[config.mk]
export PLATFORM = sky130hd
export DESIGN_NAME = hsv_to_rgb_converter
export DESIGN_NICKNAME = d
export VERILOG_FILES = /design/src/hsv2rgb_pkg.sv /design/src/hsv2rgb_ctrl.sv /design/src/hsv2rgb_front.sv /design/src/hsv2rgb_xterm.sv /design/src/hsv2rgb_scale.sv /design/src/hsv_to_rgb_converter.sv
export SDC_FILE = /design/constraint.sdc
export NUM_CORES = 2
export LEC_CHECK = 0
export BUFFER_PORTS_ARGS = -buffer_cell sky130_fd_sc_hd__buf_2
export CAP_MARGIN = 20
export CORE_MARGIN = 8
export CORE_UTILIZATION = 55
export DETAILED_ROUTE_END_ITERATION = 12
export GPL_ROUTABILITY_DRIVEN = 0
export PLACE_DENSITY_LB_ADDON = 0.08
export RECOVER_POWER = 25
export SYNTH_ARGS = -nofsm -noshare
export SYNTH_HDL_FRONTEND = slang
export SYNTH_SLANG_ARGS = --single-unit
[constraint.sdc]
create_clock -name clk -period 7.6 [get_ports clk]
set_input_delay 1.52 -clock clk [delete_from_list [all_inputs] [get_ports clk]]
set_output_delay 1.52 -clock clk [all_outputs]
set_load 0.02 [all_outputs]
[src/hsv2rgb_pkg.sv]
// Shared constants and types for the HSV to RGB converter.
// No dependencies; imported by every module of the block.
package hsv2rgb_pkg;

  localparam int NSTAGE = 6;

  localparam int HUE_FULL = 5760;
  localparam logic [16:0] HUE_BIAS = 17'(HUE_FULL - (32768 % HUE_FULL));
  localparam logic [9:0] HUE_SECTOR = 10'd960;
  localparam logic [6:0] SEC_RECIP = 7'd68;
  localparam logic [16:0] ONE_Q16 = 17'd65536;
  localparam logic [14:0] PCT_FULL = 15'd25600;
  localparam logic [3:0] DIV15 = 4'd15;

  typedef enum logic [2:0] {
    SEC_RED_YEL = 3'd0,
    SEC_YEL_GRN = 3'd1,
    SEC_GRN_CYN = 3'd2,
    SEC_CYN_BLU = 3'd3,
    SEC_BLU_MAG = 3'd4,
    SEC_MAG_RED = 3'd5
  } sector_t;

endpackage

[src/hsv2rgb_ctrl.sv]
// Valid and load control for the converter pipeline.
// Depends on hsv2rgb_pkg for the stage count.
module hsv2rgb_ctrl
  import hsv2rgb_pkg::*;
(
  input  logic              clk,
  input  logic              rst,
  input  logic              s_valid,
  input  logic              m_ready,
  output logic [NSTAGE-1:0] load,
  output logic              s_ready,
  output logic              m_valid
);

  logic [NSTAGE-1:0] valid;
  logic [NSTAGE-1:0] valid_next;

  always_comb begin
    load[NSTAGE-1] = ~valid[NSTAGE-1] | m_ready;
    for (int k = NSTAGE - 2; k >= 0; k--) begin
      load[k] = ~valid[k] | load[k+1];
    end
  end

  assign valid_next = {valid[NSTAGE-2:0], s_valid};
  assign s_ready    = load[0];
  assign m_valid    = valid[NSTAGE-1];

  always_ff @(posedge clk) begin
    if (rst) begin
      valid <= '0;
    end else begin
      for (int k = 0; k < NSTAGE; k++) begin
        if (load[k]) begin
          valid[k] <= valid_next[k];
        end
      end
    end
  end

endmodule

[src/hsv2rgb_front.sv]
// Front stages: hue wrap and sector split, chroma and offset.
// Depends on hsv2rgb_pkg.
module hsv2rgb_front
  import hsv2rgb_pkg::*;
#(
  parameter int FRAC_BITS = 16
) (
  input  logic                 clk,
  input  logic [1:0]           load,
  input  logic [15:0]          hue_sixteenths,
  input  logic [16:0]          saturation_q16,
  input  logic [16:0]          brightness_q16,
  output logic                 rej,
  output sector_t              sector,
  output logic [9:0]           grad,
  output logic [FRAC_BITS:0]   cq,
  output logic [FRAC_BITS:0]   mq
);

  localparam int FW = FRAC_BITS + 1;

  logic [16:0] biased;
  logic [16:0] n_in;
  logic [23:0] q0_prod;

  logic        a_rej;
  logic [16:0] a_n;
  logic [6:0]  a_q0;
  logic [33:0] a_prod;
  logic [16:0] a_v;

  logic [16:0] rem;
  logic        hi;
  logic [6:0]  q;
  logic [9:0]  f;
  logic [11:0] q43;
  logic [6:0]  q6;
  logic [2:0]  sec;
  logic [FW-1:0] cq_c;
  logic [FW-1:0] vq_c;
  logic [FRAC_BITS+16:0] v_wide;

  assign biased  = {1'b0, ~hue_sixteenths[15], hue_sixteenths[14:0]};
  assign n_in    = biased + HUE_BIAS;
  assign q0_prod = 24'(n_in) * 24'(SEC_RECIP);

  always_ff @(posedge clk) begin
    if (load[0]) begin
      a_rej  <= (saturation_q16 > ONE_Q16) || (brightness_q16 > ONE_Q16);
      a_n    <= n_in;
      a_q0   <= q0_prod[22:16];
      a_prod <= 34'(saturation_q16) * 34'(brightness_q16);
      a_v    <= brightness_q16;
    end
  end

  assign rem    = a_n - 17'(a_q0) * 17'(HUE_SECTOR);
  assign hi     = rem >= 17'(HUE_SECTOR);
  assign q      = a_q0 + 7'(hi);
  assign f      = hi ? 10'(rem - 17'(HUE_SECTOR)) : 10'(rem);
  assign q43    = 12'(q) * 12'd43;
  assign q6     = 7'(q43[11:8]);
  assign sec    = 3'(q - q6 * 7'd6);
  assign cq_c   = FW'(a_prod >> (32 - FRAC_BITS));
  assign v_wide = {a_v, {FRAC_BITS{1'b0}}};
  assign vq_c   = FW'(v_wide >> 16);

  always_ff @(posedge clk) begin
    if (load[1]) begin
      rej    <= a_rej;
      sector <= sector_t'(sec);
      grad   <= sec[0] ? HUE_SECTOR - f : f;
      cq     <= cq_c;
      mq     <= vq_c - cq_c;
    end
  end

endmodule

[src/hsv2rgb_xterm.sv]
// Secondary term x = c*g/960 and per-sector channel arrangement.
// Depends on hsv2rgb_pkg.
module hsv2rgb_xterm
  import hsv2rgb_pkg::*;
#(
  parameter int FRAC_BITS = 16
) (
  input  logic                 clk,
  input  logic [2:0]           load,
  input  logic                 rej_in,
  input  sector_t              sector,
  input  logic [9:0]           grad,
  input  logic [FRAC_BITS:0]   cq,
  input  logic [FRAC_BITS:0]   mq,
  output logic                 rej,
  output logic [FRAC_BITS:0]   sum_r,
  output logic [FRAC_BITS:0]   sum_g,
  output logic [FRAC_BITS:0]   sum_b
);

  localparam int FW = FRAC_BITS + 1;
  localparam int W  = FRAC_BITS + 5;
  localparam logic [W-1:0] K = W'((64'(1) << W) / 15);

  logic          c_rej;
  sector_t       c_sec;
  logic [FW+9:0] c_cg;
  logic [FW-1:0] c_cq;
  logic [FW-1:0] c_mq;

  logic [2*W-1:0] recip_prod;

  logic          d_rej;
  sector_t       d_sec;
  logic [W-1:0]  d_n6;
  logic [FW-1:0] d_x0;
  logic [FW-1:0] d_cq;
  logic [FW-1:0] d_mq;

  logic [W-1:0]  rem;
  logic [FW-1:0] x;
  logic [FW-1:0] pr;
  logic [FW-1:0] pg;
  logic [FW-1:0] pb;

  always_ff @(posedge clk) begin
    if (load[0]) begin
      c_rej <= rej_in;
      c_sec <= sector;
      c_cg  <= (FW+10)'(cq) * (FW+10)'(grad);
      c_cq  <= cq;
      c_mq  <= mq;
    end
  end

  assign recip_prod = (2*W)'(c_cg[FW+9:6]) * (2*W)'(K);

  always_ff @(posedge clk) begin
    if (load[1]) begin
      d_rej <= c_rej;
      d_sec <= c_sec;
      d_n6  <= c_cg[FW+9:6];
      d_x0  <= FW'(recip_prod >> W);
      d_cq  <= c_cq;
      d_mq  <= c_mq;
    end
  end

  assign rem = d_n6 - W'(d_x0) * W'(DIV15);
  assign x   = (rem >= W'(DIV15)) ? d_x0 + FW'(1) : d_x0;

  always_comb begin
    unique case (d_sec)
      SEC_RED_YEL: begin pr = d_cq; pg = x;    pb = '0;   end
      SEC_YEL_GRN: begin pr = x;    pg = d_cq; pb = '0;   end
      SEC_GRN_CYN: begin pr = '0;   pg = d_cq; pb = x;    end
      SEC_CYN_BLU: begin pr = '0;   pg = x;    pb = d_cq; end
      SEC_BLU_MAG: begin pr = x;    pg = '0;   pb = d_cq; end
      default:     begin pr = d_cq; pg = '0;   pb = x;    end
    endcase
  end

  always_ff @(posedge clk) begin
    if (load[2]) begin
      rej   <= d_rej;
      sum_r <= pr + d_mq;
      sum_g <= pg + d_mq;
      sum_b <= pb + d_mq;
    end
  end

endmodule

[src/hsv2rgb_scale.sv]
// Output stage: scale Q.F channel levels to percent with 8 fraction bits.
// Depends on hsv2rgb_pkg.
module hsv2rgb_scale
  import hsv2rgb_pkg::*;
#(
  parameter int FRAC_BITS = 16
) (
  input  logic                 clk,
  input  logic                 load,
  input  logic                 rej_in,
  input  logic [FRAC_BITS:0]   sum_r,
  input  logic [FRAC_BITS:0]   sum_g,
  input  logic [FRAC_BITS:0]   sum_b,
  output logic [14:0]          red_pct,
  output logic [14:0]          green_pct,
  output logic [14:0]          blue_pct,
  output logic                 rejected
);

  localparam int PW = FRAC_BITS + 16;

  logic [PW-1:0] pr;
  logic [PW-1:0] pg;
  logic [PW-1:0] pb;

  assign pr = PW'(sum_r) * PW'(PCT_FULL);
  assign pg = PW'(sum_g) * PW'(PCT_FULL);
  assign pb = PW'(sum_b) * PW'(PCT_FULL);

  always_ff @(posedge clk) begin
    if (load) begin
      rejected  <= rej_in;
      red_pct   <= rej_in ? '0 : pr[FRAC_BITS +: 15];
      green_pct <= rej_in ? '0 : pg[FRAC_BITS +: 15];
      blue_pct  <= rej_in ? '0 : pb[FRAC_BITS +: 15];
    end
  end

endmodule

[src/hsv_to_rgb_converter.sv]
// Channel   Dir  Signals                      Beat contents
// s_*       in   s_tvalid s_tready s_tdata    hue, saturation, brightness
// m_*       out  m_tvalid m_tready m_tdata    red, green, blue percent
//                m_tuser                      rejected flag
//
// One beat per cycle sustained while m_tready is high, with one register per stage.
// The six stages are wrap/sector with the s*v multiply, chroma and offset, c*g,
// reciprocal multiply for /960, correction and arrangement, percent scaling.
// Synchronous reset clears only the valid bits; no clearing pass.
// A stall on m_tready fills empty stages first; s_tready drops only when all are full.
module hsv_to_rgb_converter
  import hsv2rgb_pkg::*;
#(
  parameter int FRAC_BITS = 16
) (
  input  logic        clk,
  input  logic        rst,
  input  logic        s_tvalid,
  output logic        s_tready,
  input  logic [55:0] s_tdata,   // hue_sixteenths[15:0], saturation_q16[32:16], brightness_q16[49:33]
  output logic        m_tvalid,
  input  logic        m_tready,
  output logic [47:0] m_tdata,   // red_pct[14:0], green_pct[29:15], blue_pct[44:30]
  output logic [0:0]  m_tuser    // rejected[0]
);

  logic [NSTAGE-1:0] load;

  logic               f_rej;
  sector_t            f_sec;
  logic [9:0]         f_grad;
  logic [FRAC_BITS:0] f_cq;
  logic [FRAC_BITS:0] f_mq;

  logic               x_rej;
  logic [FRAC_BITS:0] x_r;
  logic [FRAC_BITS:0] x_g;
  logic [FRAC_BITS:0] x_b;

  logic [14:0] red_pct;
  logic [14:0] green_pct;
  logic [14:0] blue_pct;
  logic        rejected;

  hsv2rgb_ctrl u_ctrl (
    .clk     (clk),
    .rst     (rst),
    .s_valid (s_tvalid),
    .m_ready (m_tready),
    .load    (load),
    .s_ready (s_tready),
    .m_valid (m_tvalid)
  );

  hsv2rgb_front #(.FRAC_BITS(FRAC_BITS)) u_front (
    .clk            (clk),
    .load           (load[1:0]),
    .hue_sixteenths (s_tdata[15:0]),
    .saturation_q16 (s_tdata[32:16]),
    .brightness_q16 (s_tdata[49:33]),
    .rej            (f_rej),
    .sector         (f_sec),
    .grad           (f_grad),
    .cq             (f_cq),
    .mq             (f_mq)
  );

  hsv2rgb_xterm #(.FRAC_BITS(FRAC_BITS)) u_xterm (
    .clk    (clk),
    .load   (load[4:2]),
    .rej_in (f_rej),
    .sector (f_sec),
    .grad   (f_grad),
    .cq     (f_cq),
    .mq     (f_mq),
    .rej    (x_rej),
    .sum_r  (x_r),
    .sum_g  (x_g),
    .sum_b  (x_b)
  );

  hsv2rgb_scale #(.FRAC_BITS(FRAC_BITS)) u_scale (
    .clk       (clk),
    .load      (load[5]),
    .rej_in    (x_rej),
    .sum_r     (x_r),
    .sum_g     (x_g),
    .sum_b     (x_b),
    .red_pct   (red_pct),
    .green_pct (green_pct),
    .blue_pct  (blue_pct),
    .rejected  (rejected)
  );

  assign m_tdata = {3'b000, blue_pct, green_pct, red_pct};
  assign m_tuser = rejected;

  a_reject_zero: assert property (@(posedge clk) disable iff (rst)
    m_tvalid && rejected |-> red_pct == '0 && green_pct == '0 && blue_pct == '0)
    else $error("rejected beat carries nonzero color");

  a_pct_range: assert property (@(posedge clk) disable iff (rst)
    m_tvalid |-> red_pct <= PCT_FULL && green_pct <= PCT_FULL && blue_pct <= PCT_FULL)
    else $error("channel above full scale");

  a_stall_origin: assert property (@(posedge clk) disable iff (rst)
    !s_tready |-> m_tvalid && !m_tready)
    else $error("input stalled with an empty slot in the pipeline");

  a_reset_empty: assert property (@(posedge clk)
    $past(rst) |-> !m_tvalid)
    else $error("output valid right after reset");

endmodule
==> flow_summary.yaml <==
yosys:
  yosys_most_used_dff: "edfxtp_1"
  yosysMostFrequentCell: "inv_1"
  yosys.area.top_type: "edfxtp_1"
  ys_ff_latch: 346
  synth_area_leaders: "edfxtp_1 (25%), fa_1 (23%), ha_1 (19%)"
  syn_area_um2: 40500
  seq_area_frac_synth_pct: 25.5
  syn_area_per_cell_um2: 10.1
  synth_edf_count: 340
  ys_warn_count: 0
  ys_types: 74
  synthArstFlopShare_pct: 0
  synth.top_cells.by_count: "inv_1 (767), ha_1 (609), fa_1 (467)"
  syn_inst: 3998
  synth_top_area_share_pct: 25.2
routing:
  wl_mm: 83.8
  detail_route.wl_per_cell_um: 15.9
  first_iter_violations: 1148
  post_drt_via_cell_ratio: 5.22
  vias: 27600
  ant_nets: 0
  dr.pass1.iters: 5
  drc: 0
worst_setup_path:
  r2r_start: "u_front.a_q0[2]"
  crit_path_end_kind: "register"
  path_class: "register to register"
  worst_ep_required_time_ps: 7900
  crit_fanout: 4
  crit_family: "adder cells"
  worstRegToRegCells: 35
  cp.arrival_ps: 8210
  worstSetupStartpointType: "register"
  slowest_stage: "fa_1"
  reg2reg_to: "u_front.sector[2]"
  r2r_slack_ps: -310
  crit_buf_inv: 3
  max_stage_delay_ps: 610
  path_common_cell: "xnor2_1"
cells_and_area:
  final_nets: 5441
  area_growth_pct: 13.3
  final_layout_size_suffix_gt1_share_pct: 12.8
  fin_area_um2: 45800
  regArea_um2: 10300
  reg.largest.list: "u_xterm.c_cg x21, u_xterm.d_n6 x21"
  multi_input_area_um2: 27600
  fillers: 6135
die:
  die-area_um2: 82500
  io_pins: 111
  die_h_um: 287
  core_um2: 73000
  die_w_um: 287
  rows: 99
  start_util_pct: 55.5
sta:
  drv_slew: 100
  worst_slew_pin_slew_ps: 2840
  rsz0062_at_grt: "true"
  setup_ws_ps: -308
  maxSlewHeadroom_pct: -89.3
  fin_crit_ps: 7910
  finalHoldViolations: 0
  setup_viol: 1
  fmax_mhz: 126
  skew_ps: 45.4
  period_share_pct: 104
clock_network:
  htreeDepth: 2
  cts_tree: "built"
  cts_buffers: 41
  ctsHoldBuffers: 0
  clk_latency_ps: 590
  cts_sinks: 346
  clk_path_buf_depth: 3
  cts-root-buf: "clkbuf_16"
  path_clk_slew_ps: 60
hold_path:
  holdPathStages: 0
  min_to: "u_xterm.d_mq[1]"
  hold_path.class: "register to register"
  min_from: "u_xterm.c_mq[1]"
global_routing:
  busiest_layer: "met2"
  antenna_found_initial: 1
  grt_pass1_vias: 28500
  grtUsageTotal_pct: 20.7
  overflow: 0
  grt_max_degree: 66
  gr-usage-met1_pct: 27.4
  use_met3_pct: 2.63
  grt_first_pass_wirelength_mm: 140
  gr-usage-met2_pct: 34.9
place:
  io_buffers: 101
  dpl_cell_area_um2: 43700
  dp_hpwl_mm: 68.7
outcome:
  violations: "max-capacitance violations, max-slew violations, negative setup slack"
  outcome: "finished with violations"
run:
  maxCapViolCount: 2
timing repair:
action,4_1_cts,5_1_grt
buffers inserted,3,25
pin swaps,4,96
endpoints found under the setup margin,10,17
gates resized for setup,18,140
routing by layer:
| layer | up-vias | wire length [um] |
|---|---|---|
| li1 | 13600 | - |
| met1 | 13300 | 37800 |
| met2 | 510 | 39900 |
| met3 | 118 | 3520 |
| met4 | 0 | 2650 |
| met5 | - | 0 |
worst max path at each step:
stage                          from           endpoint  slack (ps)  cells after the start
global placement    u_front.a_q0[1]  u_front.sector[2]        -400                     34
detailed placement  u_front.a_q0[1]  u_front.sector[2]        -440                     34
global route        u_front.a_q0[2]  u_front.sector[2]        -700                     36
CTS                 u_front.a_q0[2]  u_front.sector[2]        -290                     34
floorplan           u_front.a_q0[1]  u_front.sector[2]         -80                     36
finish              u_front.a_q0[2]  u_front.sector[2]        -310                     35
layout make-up:
class	count	area share [%]
multi-input cells	2769	60.2
flip-flops and latches	346	22.5
inverters	767	6.28
repair buffers	380	5.60
well taps	959	2.62
clock buffers	45	2.27
clock inverters	21	0.508
diodes	1	0.00546
worst register-to-register path: cells and delay by family, from the launching register on:
kind            cells  cell delay (ps)
fa+ha+maj          11             3770
compound gates      8             1150
xor+xnor            9             1150
simple gates        4              970
flops               1              490
buf+inv             3              140
kinds of logic after synthesis:
group           synth area share, %
compound gates                 7.16
xor+xnor                       4.90
fa+ha+maj                      41.9
buf+inv                        8.33
flops                          25.5
mux                           0.151
other cells                 0.00926
simple gates                   12.0
layout by cell type (no fill, tap or decap), types with 50 or more instances in the layout:
cell type,netlist,routed
a21oi_1,118,94
o21ai_0,107,83
xor2_1,70,68
nand2_1,389,382
nor2_1,164,162
xnor2_1,154,146
and2_1,175,175
inv_1,767,757
nor3_1,55,53
edfxtp_1,340,340
fa_1,467,462
ha_1,609,585
buf_4,4,255
nand3_1,53,50
buf_2,4,83
through the flow:
| stage | TNS (ps) | instances | setup WS [ps] | hold slack [ps] | utilization [%] |
|---|---|---|---|---|---|
| global route | -1680 | 5287 | -703 | 386 | 62.8 |
| detailed placement | -1260 | 5196 | -442 | 405 | 60.0 |
| global placement | -804 | 5196 | -397 | 400 | 60.0 |
| finish | -308 | 5288 | -308 | 385 | 62.8 |
| floorplan | -78.6 | 4000 | -78.6 | 400 | - |
| CTS | -293 | 5265 | -293 | 366 | 61.8 |
Power is left out: the tool's default activity adds up to more than one toggle a clock period on the data nets, which glitch-free logic cannot reach.
